## src/hw/rtl/pdht_ram.sv

```systemverilog
`default_nettype none
module pdht_ram #(
  parameter int WIDTH = 8,
  parameter int DEPTH = 16
) (
  input  wire logic                     clk,
  input  wire logic                     we,
  input  wire logic [$clog2(DEPTH)-1:0] waddr,
  input  wire logic [WIDTH-1:0]         wdata,
  input  wire logic [$clog2(DEPTH)-1:0] raddr,
  output logic      [WIDTH-1:0]         rdata
);

  logic [WIDTH-1:0] mem [DEPTH];

  always_ff @(posedge clk) begin
    if (we) begin
      mem[waddr] <= wdata;
    end
    rdata <= mem[raddr];
  end

endmodule
`default_nettype wire

```

## config.mk

```make
export PLATFORM = sky130hd
export DESIGN_NAME = pdht_ram
export DESIGN_NICKNAME = d
export VERILOG_FILES = /design/src/hw/rtl/pdht_ram.sv
export SDC_FILE = /design/constraint.sdc
export NUM_CORES = 1
export LEC_CHECK = 0
export BUFFER_PORTS_ARGS = -buffer_cell sky130_fd_sc_hd__buf_2
export CORE_ASPECT_RATIO = 0.75
export CORE_MARGIN = 2
export CORE_UTILIZATION = 40
export CTS_CLUSTER_DIAMETER = 60
export CTS_CLUSTER_SIZE = 10
export DETAILED_ROUTE_END_ITERATION = 8
export GPL_ROUTABILITY_DRIVEN = 0
export SLEW_MARGIN = 10
export SYNTH_ARGS = -nofsm -noshare
export SYNTH_HDL_FRONTEND = slang
export SYNTH_SLANG_ARGS = --single-unit
```

## constraint.sdc

```tcl
create_clock -name clk -period 2.8 [get_ports clk]
set_input_delay 0.42 -clock clk [delete_from_list [all_inputs] [get_ports clk]]
set_output_delay 0.42 -clock clk [all_outputs]
set_load 0.02 [all_outputs]
```

* Word level (Yosys, flattened, before mapping)
Memory sizes are Yosys's and may differ from the RTL's. A register that Yosys moved wholly into a read port is not among the register bits. Cells that the tools add are included.
Operators by class: add/sub/neg operators 0, $mul 0, divide/modulo/power cells 0, magnitude comparators 0, eq/ne operators 0, shifts and indexed selects 0, multiplexer cells 2, bitwise logic cells 0, reductions and logical operators 0
Operators by type and width (count):
- $mux 1 | 2
Storage, ports and cells: flip-flop bits (word level) 0, latch bits 0, bits in writable memories 128, bits in read-only memories 0, memories 1
Memories:
- mem | depth 16, width 8, rd ports 1, clocked after Yosys merged registers in 1, write ports 1, RTL line 14 | logic [WIDTH-1:0] mem [DEPTH];

* Logic depth before layout (Yosys ltp)
depth after elaboration 2, depth in mapped cells 5

* Worst setup path after synthesis
OpenSTA, ideal clock, no wires.
path type input port to flip-flop, start point in waddr[2], end point mem mem[0][0], enable pin, library setup time 0.383 ns, arrival 1.530 ns, path slack 0.887 ns, cell stages on the path 2, path buffers 0, path through or3b_2 -> nor3_1
RTL lines:
- from (decl) | RTL line 8 | input wire logic [$clog2(DEPTH)-1:0] waddr,
- to (decl) | RTL line 14
No word-level cell before the write port.

* Worst setup path in the final report
start point in waddr[2], end point mem mem[1][3], enable pin
No word-level cell before the write port.

==> results.cfg <==
[die]
core-area_sq_mm = 0.01244
die_w_um = 135.0
num_rows = 35
die_area_sq_mm = 0.01380
dieHeight_um = 102.2
start_util = 0.4139
ios = 26

[sta]
worst_pin_slew_ns = 0.8199
maxSlewViolCount = 0
fin_crit_sh = 0.5950
setup_viol = 0
fin_crit_ns = 1.666
finalHoldViolCount = 0
max_freq_mhz = 600.3
clock_skew_ns = 0.005170
maxSlewHeadroom = 0.4514
whs_ns = 0.4003
setup_tns_ns = 0
grt_setup_unrepaired = no

[outcome]
status = finished clean

[setup_path]
cp.arrival_ns = 1.70
path_buf_inv = 1
required_ns = 2.83
start_kind = input port
crit_type = input port to flip-flop
cpPeakStageDelay_ns = 0.65
end_kind = flip-flop
cp_top_family = simple AND/OR/NAND/NOR gates
worst_path_max_delay_cell = nor2_1
cp.depth = 3
critPathMaxFanout = 8
r2r_cells = 3
path_cells = buf_2 > or3b_2 > nor2_1

[synth]
seq_area_frac_synth = 0.7778
synth-xor-area-share = 0
syn_nets = 247
synth_top_family_by_area = multiplexers
yosys.area_share.simple = 0.03184
synth_cell_types = 19
synthAdderAreaFrac = 0
synth_compound_area_frac = 0.02333
muxShareOfSynthArea = 0.1502
synth-seq-cells = 136
syn_inst = 229
synth_area_sq_mm = 0.005147
avgSynthCellArea_sq_um = 22.48
yosys_warnings = 0

[power]
pwr-share-clk = 0.449
p_sw_frac = 0.1922
irDropWorstVdd_mv = 0.5042
p_int_mw = 3.678
p_seq_frac = 0.503
switchingPower_uw = 875.2
pwr-share-comb = 0.048
total_leakage_power_nw = 2.046
p_total_mw = 4.554
p_per_area_mw_per_mm2 = 750.4

[layout]
diodes = 0
post-route-util = 0.4879
multi_input_area_sq_mm = 0.001057
n_fill_cell = 996
syn2layout_area_growth_pct = 17.89
seq_area_sq_mm = 0.004004
final_common_cell = edfxtp_1
drive_gt1_frac = 0.2818
design_area_sq_mm = 0.006068
nets = 296
layout_common_cells = edfxtp_1 (128), buf_2 (25), mux4_2 (18)

[placement]
placed_area_sq_mm = 0.005519
port_buffers = 25
dp_hpwl_um = 6094

[drt]
wl_per_cell_um = 21.63
first_pass_iters = 4
route.detailed.drc = 0
antenna_left = 0
vias = 2372
wirelength_um = 9886
drt_iter0_drc = 214
viasPerCell = 5.190

[run]
cap_violations = 0

[hold_path]
worstHoldPathType = input port to flip-flop
holdPathStages = 1

[clock_network]
cts-root-buf = clkbuf_16
numCtsBuffers = 17
ctsHtreeMaxLevel = 4
cts_resized = 0
clock_sinks = 136
cts_setup_buffers = 0
clkTransAtPathRegs_ns = 0.05
cts_tree = built
postCtsHoldBufs = 0
ctsLongestPathBuffers = 2
clk_latency_ns = 0.41

[grt]
grt_pass1_vias = 2391
grt_max_degree = 33
grt_usage = 0.1576
grt_pass1_wl_um = 14830
globalRoute.totalOverflow = 0
antenna_found_initial = 0
## logic make-up (layout without fill, tap and decap cells)
kind of cell	after synthesis	count (layout)
simple gates	35	35
flops	136	136
buf+inv	10	72
compound gates	16	16
mux	32	32
## cells in the mapped netlist
| cell | count | area share |
|---|---|---|
| nor2b_1 | 1 | 0.0012 |
| nand3_1 | 1 | 0.00097 |
| buf_2 | 3 | 0.0029 |
| and2b_1 | 1 | 0.0015 |
| clkdlybuf4s25_2 | 3 | 0.0058 |
| nand2_1 | 9 | 0.0066 |
| edfxtp_1 | 128 | 0.75 |
| dfxtp_1 | 8 | 0.031 |
| or3b_2 | 1 | 0.0017 |
| mux4_2 | 18 | 0.079 |
| nand3b_1 | 2 | 0.0029 |
| and2_1 | 1 | 0.0012 |
| nor2_1 | 13 | 0.0095 |
| buf_4 | 1 | 0.0015 |
| mux4_1 | 14 | 0.071 |
| nand2b_1 | 2 | 0.0024 |
| nor3_1 | 4 | 0.0039 |
| a22oi_1 | 16 | 0.023 |
| buf_6 | 3 | 0.0066 |
## state kept, by name (all words and copies together), names as in the netlist
name / count
mem: 128
rdata: 8
## layout make-up
type                    count  area share
flip-flops and latches    136      0.6598
multi-input cells          83      0.1742
clock buffers              29     0.08412
repair buffers             40     0.04124
well taps                 166     0.03423
clock inverters             3    0.006392
## per-stage QoR
step | std cells | worst slack, ns
2_1_floorplan | 229 | 0.8871
3_5_place_dp | 425 | 0.6455
6_report | 457 | 1.134
3_3_place_gp | 425 | 0.6831
5_1_grt | 457 | 1.074
4_1_cts | 457 | 1.121
## worst reg2reg max path, stage by stage, from the launching register on
cell and delay (ns):
edfxtp_1 0.35, mux4_1 0.49, a22oi_1 0.39, nand2_1 0.08
## final timing paths
check	slack, ns	to	startpoint
setup / recovery	1.13	mem[1][3]	waddr[2]
hold / removal	0.40	mem[5][4]	wdata[4]
setup reg to reg	1.35	rdata[1]	mem[8][1]
hold reg to reg	0.67	rdata[1]	mem[4][1]
## power by group through the flow
stage,Combinational [mW],Sequential (mW),Clock [mW]
after floorplan,0.116,2.34,0
after detailed placement,0.223,2.33,0
final,0.219,2.29,2.04
after global routing,0.240,2.29,2.16
after global placement,0.220,2.33,0
after CTS,0.223,2.29,2.08
## metal layers
metal,part of all wire,wire [um],GRT usage
met1,0.47,4611,0.2220
met2,0.46,4507,0.2339
met3,0.067,665,0.04216
met4,0.010,102,0.06971
met5,0,0,0
(Power assumes the default switching activity.)
